<file path="config.mk">
export PLATFORM = sky130hd
export DESIGN_NAME = html_entity_decoder
export DESIGN_NICKNAME = d
export VERILOG_FILES = /design/src/hdl/hed_pkg.sv /design/src/hdl/hed_front.sv /design/src/hdl/hed_queue.sv /design/src/hdl/hed_back.sv /design/src/hdl/html_entity_decoder.sv
export SDC_FILE = /design/constraint.sdc
export NUM_CORES = 1
export LEC_CHECK = 0
export BUFFER_PORTS_ARGS = -buffer_cell sky130_fd_sc_hd__buf_2
export CORE_MARGIN = 3
export CORE_UTILIZATION = 60
export CTS_BUF_LIST = sky130_fd_sc_hd__clkbuf_8 sky130_fd_sc_hd__clkbuf_16
export CTS_CLUSTER_SIZE = 16
export DETAILED_ROUTE_END_ITERATION = 12
export PLACE_DENSITY = 0.77
export SETUP_SLACK_MARGIN = 0.5
export SLEW_MARGIN = 20
export SYNTH_ARGS = -nofsm -noshare
export SYNTH_HDL_FRONTEND = slang
export SYNTH_SLANG_ARGS = --single-unit
</file>
<file path="constraint.sdc">
create_clock -name clk -period 9.24 [get_ports clk]
set_input_delay 1.386 -clock clk [delete_from_list [all_inputs] [get_ports clk]]
set_output_delay 1.386 -clock clk [all_outputs]
set_load 0.05 [all_outputs]
</file>
<file path="src/hdl/hed_pkg.sv">
// ----------------------------------------------------------------------------
// hed_pkg: shared types and constants of the HTML entity decoder
// Character codes, the table of known entity names and the control struct
// that travels with each burst of output bytes.
// ----------------------------------------------------------------------------
package hed_pkg;

	typedef logic [7:0] byte_t;

	localparam byte_t AMP_CHAR  = 8'h26;
	localparam byte_t SEMI_CHAR = 8'h3B;

	// Known entity names, first character at index 0
	localparam int unsigned ENT_NUM     = 6;
	localparam int unsigned ENT_MAX_LEN = 5;

	localparam byte_t ENT_TEXT [ENT_NUM][ENT_MAX_LEN] = '{
		'{"a", "m", "p", 8'h00, 8'h00},
		'{"g", "t", 8'h00, 8'h00, 8'h00},
		'{"l", "t", 8'h00, 8'h00, 8'h00},
		'{"n", "b", "s", "p", 8'h00},
		'{"p", "l", "u", "s", 8'h00},
		'{"q", "u", "e", "s", "t"}
	};
	localparam int unsigned ENT_LEN [ENT_NUM] = '{3, 2, 2, 4, 4, 5};
	localparam byte_t ENT_REPL [ENT_NUM] = '{8'h26, 8'h3E, 8'h3C, 8'h20, 8'h2B, 8'h3F};

	// Burst length field covers the largest supported name length (16 + 2)
	localparam int unsigned LEN_W = 5;

	typedef struct packed {
		logic [LEN_W-1:0] len;   // number of bytes in the burst, never zero
		logic             done;  // burst closes the text
	} burst_ctl_t;

endpackage

</file>
<file path="src/hdl/hed_front.sv">
// ----------------------------------------------------------------------------
// hed_front: entity scanner
// Takes one text byte per cycle unless q_full, tracks the held '&' and name
// bytes, and builds the complete burst of bytes that the byte releases.
// ----------------------------------------------------------------------------
module hed_front #(
	parameter int unsigned MAX_NAME = 5
) (
	input  logic                                clk,
	input  logic                                arst_n,
	input  logic                                in_valid,
	output logic                                in_stall,
	input  hed_pkg::byte_t                      in_byte,
	input  logic                                stream_end,
	input  logic                                q_full,
	output logic                                push,
	output hed_pkg::burst_ctl_t                 push_ctl,
	output logic [MAX_NAME+1:0][7:0]            push_data
);
	import hed_pkg::*;

	localparam int unsigned OUT_CAP = MAX_NAME + 2;
	localparam int unsigned CW      = $clog2(MAX_NAME + 1);
	localparam int unsigned JW      = $clog2(MAX_NAME + 2);

	logic                         ent_q;
	logic [CW-1:0]                cnt_q;
	logic [MAX_NAME-1:0][7:0]     buf_q;

	logic                         ne;
	logic [CW-1:0]                ncnt;
	logic [MAX_NAME-1:0][7:0]     nbuf;
	logic [MAX_NAME:0][7:0]       tmp;
	logic [(MAX_NAME+1)*8-1:0]    shr;
	logic [JW+2:0]                sh_amt;
	logic                         found;
	logic [JW-1:0]                amp_pos;
	logic                         hit;
	byte_t                        hit_byte;
	logic [OUT_CAP-1:0][7:0]      a_list;
	logic [LEN_W-1:0]             a_len;
	logic [OUT_CAP*8-1:0]         ext_w;
	logic [LEN_W+2:0]             ext_sh;
	logic                         accept;

	assign in_stall = q_full;
	assign accept   = in_valid && !q_full;

	// Name lookup against the held bytes
	always_comb begin
		logic m;
		hit      = 1'b0;
		hit_byte = '0;
		for (int k = 0; k < ENT_NUM; k++) begin
			m = (ENT_LEN[k] <= MAX_NAME) && (cnt_q == CW'(ENT_LEN[k]));
			for (int i = 0; i < MAX_NAME; i++) begin
				if (i < ENT_LEN[k] && i < ENT_MAX_LEN) begin
					if (buf_q[i] != ENT_TEXT[k][i]) begin
						m = 1'b0;
					end
				end
			end
			if (m && !hit) begin
				hit      = 1'b1;
				hit_byte = ENT_REPL[k];
			end
		end
	end

	// Overflow rescan: held bytes plus the new byte, find the first '&'
	assign tmp = {in_byte, buf_q};

	always_comb begin
		found   = 1'b0;
		amp_pos = '0;
		for (int i = MAX_NAME; i >= 0; i--) begin
			if (tmp[i] == AMP_CHAR) begin
				found   = 1'b1;
				amp_pos = JW'(i);
			end
		end
	end

	assign sh_amt = {amp_pos + JW'(1), 3'b000};
	assign shr    = tmp >> sh_amt;

	// Burst assembly and next state
	always_comb begin
		a_list = '0;
		a_len  = '0;
		ne     = ent_q;
		ncnt   = cnt_q;
		nbuf   = buf_q;
		if (!ent_q) begin
			if (in_byte == AMP_CHAR) begin
				ne   = 1'b1;
				ncnt = '0;
			end else begin
				a_list[0] = in_byte;
				a_len     = LEN_W'(1);
			end
		end else if (in_byte == SEMI_CHAR) begin
			ne   = 1'b0;
			ncnt = '0;
			if (hit) begin
				a_list[0] = hit_byte;
				a_len     = LEN_W'(1);
			end else begin
				// unknown or empty name goes out as text
				a_list[0] = AMP_CHAR;
				for (int i = 0; i < MAX_NAME; i++) begin
					if (CW'(i) < cnt_q) begin
						a_list[i+1] = buf_q[i];
					end
				end
				for (int i = 1; i < OUT_CAP; i++) begin
					if (LEN_W'(i) == LEN_W'(cnt_q) + LEN_W'(1)) begin
						a_list[i] = SEMI_CHAR;
					end
				end
				a_len = LEN_W'(cnt_q) + LEN_W'(2);
			end
		end else if (cnt_q < CW'(MAX_NAME)) begin
			for (int i = 0; i < MAX_NAME; i++) begin
				if (cnt_q == CW'(i)) begin
					nbuf[i] = in_byte;
				end
			end
			ncnt = cnt_q + CW'(1);
		end else begin
			// name too long: release '&', rescan held bytes and the new one
			a_list[0] = AMP_CHAR;
			if (found) begin
				for (int i = 0; i <= MAX_NAME; i++) begin
					if (JW'(i) < amp_pos) begin
						a_list[i+1] = tmp[i];
					end
				end
				a_len = LEN_W'(amp_pos) + LEN_W'(1);
				ne    = 1'b1;
				ncnt  = CW'(MAX_NAME) - CW'(amp_pos);
				nbuf  = shr[MAX_NAME*8-1:0];
			end else begin
				for (int i = 0; i <= MAX_NAME; i++) begin
					a_list[i+1] = tmp[i];
				end
				a_len = LEN_W'(OUT_CAP);
				ne    = 1'b0;
				ncnt  = '0;
			end
		end
	end

	// End of text appends whatever is still held after the burst
	assign ext_w  = {8'h00, nbuf, AMP_CHAR};
	assign ext_sh = {a_len, 3'b000};

	always_comb begin
		push_data    = a_list;
		push_ctl.len = a_len;
		if (stream_end && ne) begin
			push_data    = a_list | (ext_w << ext_sh);
			push_ctl.len = a_len + LEN_W'(ncnt) + LEN_W'(1);
		end
		push_ctl.done = stream_end;
	end

	assign push = accept && (push_ctl.len != '0);

	// Scanner state
	always_ff @(posedge clk or negedge arst_n) begin
		if (!arst_n) begin
			ent_q <= 1'b0;
			cnt_q <= '0;
			buf_q <= '0;
		end else if (accept) begin
			ent_q <= ne && !stream_end;
			cnt_q <= stream_end ? '0 : ncnt;
			buf_q <= nbuf;
		end
	end

endmodule

</file>
<file path="src/hdl/hed_queue.sv">
// ----------------------------------------------------------------------------
// hed_queue: burst queue
// Short first-in first-out store of complete bursts between the scanner and
// the output serializer.
// ----------------------------------------------------------------------------
module hed_queue #(
	parameter int unsigned DEPTH = 4,
	parameter int unsigned NB    = 7
) (
	input  logic                     clk,
	input  logic                     arst_n,
	input  logic                     push,
	input  hed_pkg::burst_ctl_t      push_ctl,
	input  logic [NB-1:0][7:0]       push_data,
	input  logic                     pop,
	output hed_pkg::burst_ctl_t      head_ctl,
	output logic [NB-1:0][7:0]       head_data,
	output logic                     empty,
	output logic                     full
);
	import hed_pkg::*;

	localparam int unsigned PW = $clog2(DEPTH);
	localparam int unsigned FW = $clog2(DEPTH + 1);

	burst_ctl_t          ctl_q  [DEPTH];
	logic [NB-1:0][7:0]  data_q [DEPTH];
	logic [PW-1:0]       wr_ptr_q;
	logic [PW-1:0]       rd_ptr_q;
	logic [FW-1:0]       fill_q;
	logic                do_push;
	logic                do_pop;

	assign empty   = (fill_q == '0);
	assign full    = (fill_q == FW'(DEPTH));
	assign do_push = push && !full;
	assign do_pop  = pop && !empty;

	assign head_ctl  = ctl_q[rd_ptr_q];
	assign head_data = data_q[rd_ptr_q];

	// Entry storage
	always_ff @(posedge clk) begin
		if (do_push) begin
			ctl_q[wr_ptr_q]  <= push_ctl;
			data_q[wr_ptr_q] <= push_data;
		end
	end

	// Pointers and fill level
	always_ff @(posedge clk or negedge arst_n) begin
		if (!arst_n) begin
			wr_ptr_q <= '0;
			rd_ptr_q <= '0;
			fill_q   <= '0;
		end else begin
			if (do_push) begin
				wr_ptr_q <= (wr_ptr_q == PW'(DEPTH - 1)) ? '0 : wr_ptr_q + PW'(1);
			end
			if (do_pop) begin
				rd_ptr_q <= (rd_ptr_q == PW'(DEPTH - 1)) ? '0 : rd_ptr_q + PW'(1);
			end
			if (do_push && !do_pop) begin
				fill_q <= fill_q + FW'(1);
			end else if (do_pop && !do_push) begin
				fill_q <= fill_q - FW'(1);
			end
		end
	end

	a_no_overrun: assert property (@(posedge clk) disable iff (!arst_n)
		full |-> !push)
		else $error("burst pushed into a full queue");

	a_no_underrun: assert property (@(posedge clk) disable iff (!arst_n)
		empty |-> !pop)
		else $error("burst popped from an empty queue");

	a_head_len: assert property (@(posedge clk) disable iff (!arst_n)
		!empty |-> (head_ctl.len != '0) && (head_ctl.len <= LEN_W'(NB)))
		else $error("queue head carries a bad burst length");

endmodule

</file>
<file path="src/hdl/hed_back.sv">
// ----------------------------------------------------------------------------
// hed_back: output serializer
// Walks the head burst one byte per cycle while out_stall is low into a
// registered output beat and pops the burst as its last byte is loaded.
// ----------------------------------------------------------------------------
module hed_back #(
	parameter int unsigned NB = 7
) (
	input  logic                     clk,
	input  logic                     arst_n,
	input  logic                     q_empty,
	input  hed_pkg::burst_ctl_t      head_ctl,
	input  logic [NB-1:0][7:0]       head_data,
	output logic                     pop,
	output logic                     out_valid,
	input  logic                     out_stall,
	output hed_pkg::byte_t           out_byte,
	output logic                     run_last,
	output logic                     text_done
);
	import hed_pkg::*;

	localparam int unsigned IW = $clog2(NB);

	logic [IW-1:0]  idx_q;
	logic           out_valid_q;
	byte_t          out_byte_q;
	logic           run_last_q;
	logic           text_done_q;
	logic           adv;
	logic           last;

	assign adv  = !out_valid_q || !out_stall;
	assign last = (LEN_W'(idx_q) + LEN_W'(1) == head_ctl.len);
	assign pop  = adv && !q_empty && last;

	// Control: beat valid and position in the burst
	always_ff @(posedge clk or negedge arst_n) begin
		if (!arst_n) begin
			out_valid_q <= 1'b0;
			idx_q       <= '0;
		end else if (adv) begin
			out_valid_q <= !q_empty;
			if (!q_empty) begin
				idx_q <= last ? '0 : idx_q + IW'(1);
			end
		end
	end

	// Output beat payload
	always_ff @(posedge clk) begin
		if (adv && !q_empty) begin
			out_byte_q  <= head_data[idx_q];
			run_last_q  <= last;
			text_done_q <= last && head_ctl.done;
		end
	end

	assign out_valid = out_valid_q;
	assign out_byte  = out_byte_q;
	assign run_last  = run_last_q;
	assign text_done = text_done_q;

	a_done_is_last: assert property (@(posedge clk) disable iff (!arst_n)
		out_valid_q && text_done_q |-> run_last_q)
		else $error("text end flagged on a beat that does not close its burst");

	a_mid_burst_head: assert property (@(posedge clk) disable iff (!arst_n)
		idx_q != '0 |-> !q_empty)
		else $error("burst left the queue before its last byte");

	a_idx_in_burst: assert property (@(posedge clk) disable iff (!arst_n)
		!q_empty |-> LEN_W'(idx_q) < head_ctl.len)
		else $error("byte index ran past the burst length");

endmodule

</file>
<file path="src/hdl/html_entity_decoder.sv">
// ----------------------------------------------------------------------------
// html_entity_decoder: streaming HTML named entity decoder
// Replaces &amp; &gt; &lt; &nbsp; &plus; &quest; in a byte stream with their
// characters; other text, unknown names and over-long names pass unchanged.
// ----------------------------------------------------------------------------
//
//  channel | handshake             | payload
//  --------+-----------------------+-------------------------------------
//  input   | in_valid / in_stall   | in_byte, stream_end
//  output  | out_valid / out_stall | out_byte, run_last, text_done
//
//  The scanner takes one input beat per cycle while the burst queue has room.
//  Each input beat yields 0 to MAX_NAME+2 output bytes; the serializer sends
//  one output beat per cycle while out_stall is low. An output byte is
//  registered first in the queue entry and then in the output register.
//  Reset clears scanner state, queue pointers, beat valid and index at once.
//  Input stall rises only when QUEUE_DEPTH bursts are waiting.
//
module html_entity_decoder #(
	parameter int unsigned MAX_NAME    = 5,
	parameter int unsigned QUEUE_DEPTH = 4
) (
	input  logic            clk,
	input  logic            arst_n,
	input  logic            in_valid,
	output logic            in_stall,
	input  hed_pkg::byte_t  in_byte,
	input  logic            stream_end,
	output logic            out_valid,
	input  logic            out_stall,
	output hed_pkg::byte_t  out_byte,
	output logic            run_last,
	output logic            text_done
);
	import hed_pkg::*;

	localparam int unsigned OUT_CAP = MAX_NAME + 2;

	logic                      q_full;
	logic                      q_empty;
	logic                      push;
	logic                      pop;
	burst_ctl_t                push_ctl;
	burst_ctl_t                head_ctl;
	logic [OUT_CAP-1:0][7:0]   push_data;
	logic [OUT_CAP-1:0][7:0]   head_data;

	hed_front #(
		.MAX_NAME (MAX_NAME)
	) u_front (
		.clk        (clk),
		.arst_n     (arst_n),
		.in_valid   (in_valid),
		.in_stall   (in_stall),
		.in_byte    (in_byte),
		.stream_end (stream_end),
		.q_full     (q_full),
		.push       (push),
		.push_ctl   (push_ctl),
		.push_data  (push_data)
	);

	hed_queue #(
		.DEPTH (QUEUE_DEPTH),
		.NB    (OUT_CAP)
	) u_queue (
		.clk       (clk),
		.arst_n    (arst_n),
		.push      (push),
		.push_ctl  (push_ctl),
		.push_data (push_data),
		.pop       (pop),
		.head_ctl  (head_ctl),
		.head_data (head_data),
		.empty     (q_empty),
		.full      (q_full)
	);

	hed_back #(
		.NB (OUT_CAP)
	) u_back (
		.clk       (clk),
		.arst_n    (arst_n),
		.q_empty   (q_empty),
		.head_ctl  (head_ctl),
		.head_data (head_data),
		.pop       (pop),
		.out_valid (out_valid),
		.out_stall (out_stall),
		.out_byte  (out_byte),
		.run_last  (run_last),
		.text_done (text_done)
	);

endmodule
</file>
==> impl_metrics.yaml, run 1 <==
floorplan:
  die_y_um: 177
  core_area_mm2: 0.0282
  dieArea_mm2: 0.0312
  initial_utilization_pct: 61.8
  fp-row-count: 61
  die_x_um: 177
  io_pins: 25
logic_synthesis:
  synth_edf_count: 258
  seq_area_frac_synth_pct: 52.3
  yosysMostFrequentCell: "edfxtp_1"
  ys.flop_type: "edfxtp_1"
  synth_adder_area_share_pct: 2.02
  ys_top_cells_by_count: "edfxtp_1 (258), nand2_1 (151), a21oi_1 (92)"
  synth-seq-cells: 313
  synthTopCellsByArea: "edfxtp_1 (44%), mux4_2 (10%), dfrtp_1 (7.9%), nand2_1 (3.2%), a21oi_1 (2.6%)"
  yosysWarnings: 0
  synthSimpleGateAreaFrac_pct: 11.5
  async_flop_share_pct: 17.6
  syn_area_per_cell_um2: 12.1
  yosysTopAreaCellShare_pct: 44.4
  synth_top_family_by_area: "compound AO/OA/AOI/OAI gates"
  netlist_area_mm2: 0.0174
  synth_fp_nets: 1476
  synth_xor_area_share_pct: 0.502
  muxShareOfSynthArea_pct: 14.6
  synth_compound_area_share_pct: 15.8
  netlist.top_cell.by_area: "edfxtp_1"
  synth_cells: 1436
  ys_types: 97
clocking:
  htreeDepth: 1
  cts_root_buffer: "clkbuf_16"
  clk_path_buf_depth: 3
  cts_made_buffers: 31
  tritoncts: "built"
  cts_setup_buffers: 0
  clock_latency_ns: 0.59
  cts_hold_buf: 0
  cts_resized: 0
  clock-sinks: 313
  clk_pin_slew_ns: 0.06
finish:
  synthToLayoutAreaGrowth_pct: 8.18
  instances_no_fill: 1831
  nNetsFinal: 1467
  fillers: 1982
  drive_gt1_share_pct: 17.1
  seq_area_mm2: 0.00913
  multi_input_area_mm2: 0.00775
setup_path:
  cp.arrival_ns: 8.03
  worstReg2RegEnd: "u_queue.fill_q[2]"
  path_max_fanout: 11
  r2r_cells: 20
  crit_path_end: "u_queue.fill_q[2]"
  crit_start: "u_front.cnt_q[1]"
  timing.rr.start: "u_front.cnt_q[1]"
  worst_ep_required_time_ns: 9.74
  crit_type: "reg2reg"
  worst-r2r-setup-slack_ns: 1.71
  crit_path_start_kind: "register"
  end_kind: "register"
placement:
  portBuffers: 24
  gp_congestion: 1.06
  dp_hpwl_um: 44900
  dp_cells: 1772
job:
  cap_violations: 0
detailed_routing:
  drcViolationCount: 0
  num_vias: 14300
  routed_via_density: 7.78
  drt_iter0_drc: 2686
  wirelength_um: 65800
  final_antenna_net_count: 0
  wl_per_cell_um: 36.0
  first_pass_iters: 8
run_status:
  status: "finished, final reports clean"
hold_path:
  hold_path_class: "reg2reg"
timing:
  period_share_pct: 81.4
  tightest_slew_ns: 1.18
  period_minus_slack_ns: 7.53
  hold_viol: 0
  rsz0062_at_grt: "false"
  finalClockSkew_ns: 0.0318
  fmax_mhz: 133
  slew_violations: 0
  setup_violations: 0
  fin_tns_setup_ns: 0
  slew_headroom_pct: 20.9
global_routing:
  antenna_found_initial: 0
  grt.overflow.total: 0
  grt_first_pass_wirelength_um: 95500
  grt_pass1_vias: 13500
  grt_max_degree: 71
  track_usage_pct: 42.4
pwr:
  peakVddDrop_mv: 0.192
  power_density_mw_per_mm2: 242
  p_leak_nw: 6.60
==> logic make-up (layout without fill, tap and decap cells) <==
logic type,after synthesis,count (layout)
other,0,1
adders and majority gates,27,27
xor gates and xnor gates,10,10
and+or+nand+nor,402,402
muxes,150,150
buffers and inverters,132,148
DFF,313,313
AOI/OAI and AO/OA,402,402
==> power by group <==
group | total (mW) | switching [mW] | internal, mW
registers | 2.04 | 0.215 | 1.83
clock network | 1.20 | 0.557 | 0.639
logic | 1.33 | 0.769 | 0.559
==> worst max-delay path, cell delays in order, from the launching register on <==
cell and delay [ns]:
dfrtp_1 0.61, inv_1 0.34, ha_1 0.32, or4bb_1 0.43, nor4_1 0.96, nand3_1 0.56
and3b_1 0.58, a32oi_4 0.51, inv_2 0.19, ha_1 0.35, nor2b_1 0.14, o21ai_0 0.18
xor2_1 0.32, nor2_1 0.09, a21oi_2 0.44, ha_1 0.33, inv_1 0.10, fa_1 0.46
xor2_1 0.19, nor2_1 0.16, xor2_1 0.18
==> flip-flops by register name, indices dropped and copies added, names as in the netlist <==
signal and cells:
u_queue.data_q 224, u_back.idx_q 3, u_queue.wr_ptr_q 2, u_back.out_valid 1, u_queue.rd_ptr_q 2, u_queue.ctl_q 24, u_front.ent_q 1, u_back.text_done 1
u_queue.fill_q 3, u_front.buf_q 40, u_back.run_last 1, u_front.cnt_q 3, u_back.out_byte 8
==> layout by cell type (no fill, tap or decap), types with 7 or more instances in the layout <==
cell       count
ha_1          25
clkbuf_16     31
a31oi_1        9
a21o_1        16
o211ai_1      12
o22ai_1       35
inv_1         38
nor3_1        22
o21ai_1       12
a21oi_1       92
a22o_1         8
mux2i_1       34
a221oi_1      18
mux2_2        33
o31ai_1       20
nand3b_1       7
edfxtp_1     258
o221ai_1      13
nor2b_1        9
dfrtp_1       53
nand3_1       32
a22oi_1       12
and3_1         7
a221o_1       14
nor2_1        86
a211oi_1      15
buf_4         29
o21ai_0       68
nand2_1      151
mux4_2        79
buf_2         24
nor4_1        11
==> how the worst min path moves through the flow <==
stage | from | end | slack [ns] | cells after the start
floorplan | u_queue.fill_q[2] | u_queue.fill_q[2] | 0.46 | 1
finish | u_queue.fill_q[2] | u_queue.fill_q[2] | 0.52 | 1
global placement | u_back.out_valid | u_back.out_valid | 0.47 | 2
detailed placement | u_queue.fill_q[2] | u_queue.fill_q[2] | 0.49 | 1
CTS | u_queue.fill_q[2] | u_queue.fill_q[2] | 0.52 | 1
global route | u_queue.fill_q[2] | u_queue.fill_q[2] | 0.55 | 1
==> per-layer routing <==
layer	GRT usage, %	share of wire [%]	vias up
met5	0	0	-
met4	21.1	6.8	0
met3	9.53	13	315
met2	65.0	45	1330
met1	57.6	35	6947
li1	-	-	5661
==> cell type report <==
type                       instances  area share, %
antenna                            1         0.0133
clock buffer                      34           4.33
clock inverter                    24          0.703
inverter                          32          0.650
multi-input combinational        991           41.1
sequential                       313           48.4
tap                              378           2.51
timing repair buffer              58           2.32
==> through the flow <==
step                      power (mW)  area [um^2]  utilization, %  hold slack (ns)  worst slack [ns]
after floorplan                 2.88        17400               -            0.456              2.02
after detailed placement        3.33        17900            63.4            0.491              1.46
final                           4.57        18900            66.8            0.519              1.71
after global routing            4.68        18900            66.8            0.551              1.46
after CTS                       4.55        18900            66.8            0.521              1.95
after global placement          3.23        17900            63.4            0.472              1.77
(Power assumes the default switching activity.)
==> inputs of run 2 (changes only) <==
--- a/config.mk
+++ b/config.mk
@@ -7,11 +7,11 @@
 export LEC_CHECK = 0
 export BUFFER_PORTS_ARGS = -buffer_cell sky130_fd_sc_hd__buf_2
 export CORE_MARGIN = 3
-export CORE_UTILIZATION = 60
+export CORE_UTILIZATION = 58
 export CTS_BUF_LIST = sky130_fd_sc_hd__clkbuf_8 sky130_fd_sc_hd__clkbuf_16
 export CTS_CLUSTER_SIZE = 16
 export DETAILED_ROUTE_END_ITERATION = 12
-export PLACE_DENSITY = 0.77
+export PLACE_DENSITY = 0.78
 export SETUP_SLACK_MARGIN = 0.5
 export SLEW_MARGIN = 20
 export SYNTH_ARGS = -nofsm -noshare
==> constraint.sdc (replaced) <==
create_clock -name clk -period 6.8 [get_ports clk]
set_input_delay 1.02 -clock clk [delete_from_list [all_inputs] [get_ports clk]]
set_output_delay 1.02 -clock clk [all_outputs]
set_load 0.05 [all_outputs]
==> run 2 against run 1 <==
Clock power increased by 53%. Utilization decreased by 0.081 points. Count of clock-buffer cells in the layout increased by 5. Routed wire length increased by 6.1%. Clock skew increased by 0.0021 ns. Critical path depth unchanged. Total power increased by 42%. Combinational power increased by 46%. Final cell count increased by 3.2%. Sequential power increased by 32%. Global-route usage increased by 0.56 points. Design area increased by 3.2%.
==> impl_metrics.yaml, run 2 (same netlist as run 1, synthesis figures left out) <==
clocking:
  clock-sinks: 313
  cts_hold_buf: 0
  cts_root_buffer: "clkbuf_16"
  htreeDepth: 2
  clk_pin_slew_ns: 0.06
  clock_latency_ns: 0.55
  tritoncts: "built"
  clk_path_buf_depth: 3
  cts_made_buffers: 34
detailed_routing:
  drt_iter0_drc: 2529
  num_vias: 14800
  wl_per_cell_um: 37.0
  wirelength_um: 69800
  first_pass_iters: 8
  final_antenna_net_count: 0
  drcViolationCount: 0
  routed_via_density: 7.83
placement:
  portBuffers: 24
  dp_hpwl_um: 48000
  gp_congestion: 1.08
pwr:
  peakVddDrop_mv: 0.253
  p_sw_mw: 2.17
  pwr-share-seq_pct: 41.6
  power_density_mw_per_mm2: 332
  intPower_mw: 4.29
  p_comb_share_pct: 30.0
  netSwitchingFraction_pct: 33.6
  p_leak_nw: 6.94
  p_total_mw: 6.46
  p_clk_share_pct: 28.4
floorplan:
  die_y_um: 179
  die_x_um: 179
  initial_utilization_pct: 59.8
  fp-row-count: 62
  core_area_mm2: 0.0292
  io_pins: 25
  dieArea_mm2: 0.0322
finish:
  fillers: 2122
  largest_reg_flops: 224
  seq_area_mm2: 0.00913
  final_common_cell: "edfxtp_1"
  layout_common_cells: "edfxtp_1 (258), nand2_1 (151), a21oi_1 (91), nor2_1 (86), mux4_2 (79)"
  top_regs: "u_queue.data_q x224, u_front.buf_q x40, u_queue.ctl_q x24"
  multi_input_area_mm2: 0.00781
  synthToLayoutAreaGrowth_pct: 11.6
  largest_register: "u_queue.data_q"
  nNetsFinal: 1519
  drive_gt1_share_pct: 20.9
global_routing:
  track_usage_pct: 42.9
  grt_first_pass_wirelength_um: 102000
  gr-usage-met3_pct: 10.9
  grtUsageMet2_pct: 64.8
  grt.overflow.total: 0
  grtUsageMet1_pct: 57.3
  grt_max_degree: 60
  grt_pass1_vias: 14500
  busiest_layer: "met2"
  antenna_found_initial: 2
setup_path:
  worst-r2r-setup-slack_ns: 0.67
  timing.rr.start: "u_front.cnt_q[2]"
  cp.arrival_ns: 6.56
  r2r_cells: 20
  crit_type: "reg2reg"
  path_max_fanout: 20
  worstReg2RegEnd: "u_queue.fill_q[2]"
  crit_path_start_kind: "register"
  worst_ep_required_time_ns: 7.24
  end_kind: "register"
job:
  cap_violations: 0
hold_path:
  hold_depth: 2
  hold_path_class: "reg2reg"
  min_from: "u_back.out_valid"
  hold_end: "u_back.out_valid"
timing:
  timing.hold.ws_ns: 0.545
  tightest_slew_ns: 1.19
  hold_viol: 0
  period_minus_slack_ns: 6.13
  slew_violations: 0
  period_share_pct: 90.1
  slew_headroom_pct: 20.8
  rsz0062_at_grt: "false"
  setup_violations: 0
  fin_tns_setup_ns: 0
  finalClockSkew_ns: 0.0340
  fmax_mhz: 163
run_status:
  status: "finished, final reports clean"
## run 2: cell type report
type                       instances  area share (%)
timing repair buffer             107            4.20
inverter                          32           0.630
multi-input combinational        991            40.1
clock buffer                      39            4.72
antenna                            2          0.0257
clock inverter                    22           0.945
tap                              384            2.47
sequential                       313            46.9
## run 2: power groups by stage
stage / Clock [mW] / Sequential, mW / Combinational, mW
2_1_floorplan: 0 / 2.71 / 1.20
3_3_place_gp: 0 / 2.65 / 1.77
3_5_place_dp: 0 / 2.70 / 1.87
4_1_cts: 1.84 / 2.68 / 1.92
5_1_grt: 1.91 / 2.70 / 2.04
6_report: 1.84 / 2.69 / 1.94
## run 2: stage by stage
stage               cell area, um^2  util [%]  instances  setup WS, ns
finish                        19500      66.7       1890         0.671
global route                  19500      66.7       1888         0.506
CTS                           19400      66.5       1884         0.565
detailed placement            18300      62.7       1823        0.0178
global placement              18300      62.7       1823         0.383
floorplan                     17400         -       1436         0.612
## run 2: routing by layer
metal	up-vias	part of all wire [%]
met2	1424	44
met3	389	13
met5	-	0
met4	0	7.7
li1	5782	-
met1	7210	35
## run 2: worst max-delay path by stage
stage	from	endpoint	slack, ns	depth (start not counted)
after floorplan	in_byte[0]	u_queue.ctl_q[0][0]	0.61	23
after global placement	in_byte[5]	u_queue.fill_q[2]	0.38	23
after detailed placement	in_byte[5]	u_queue.fill_q[2]	0.02	23
after CTS	u_front.buf_q[27]	u_queue.fill_q[2]	0.56	20
after global routing	in_byte[3]	u_queue.fill_q[2]	0.51	23
final	u_front.cnt_q[2]	u_queue.fill_q[2]	0.67	20
## run 2: worst max-delay path, cell delays in order, from the launching register on
cell and delay [ns]:
dfrtp_1 0.93, nand2_1 0.55, nor4b_1 0.57, nand3_1 0.18, o211ai_1 0.31, buf_4 0.22
o22a_1 0.19, inv_2 0.06, buf_4 0.24, fa_1 0.46, xnor2_1 0.15, mux2i_1 0.18
buf_4 0.20, nor2_1 0.09, a21oi_4 0.33, ha_1 0.29, inv_1 0.09, fa_1 0.47
xor2_1 0.19, nor2_1 0.16, xor2_1 0.17
## run 2: repair_timing
action | in CTS | in global routing
gates resized for setup | 3 | 5
buffers inserted | 0 | 4
setup endpoints to repair | 2 | 189
pin swaps | 0 | 2
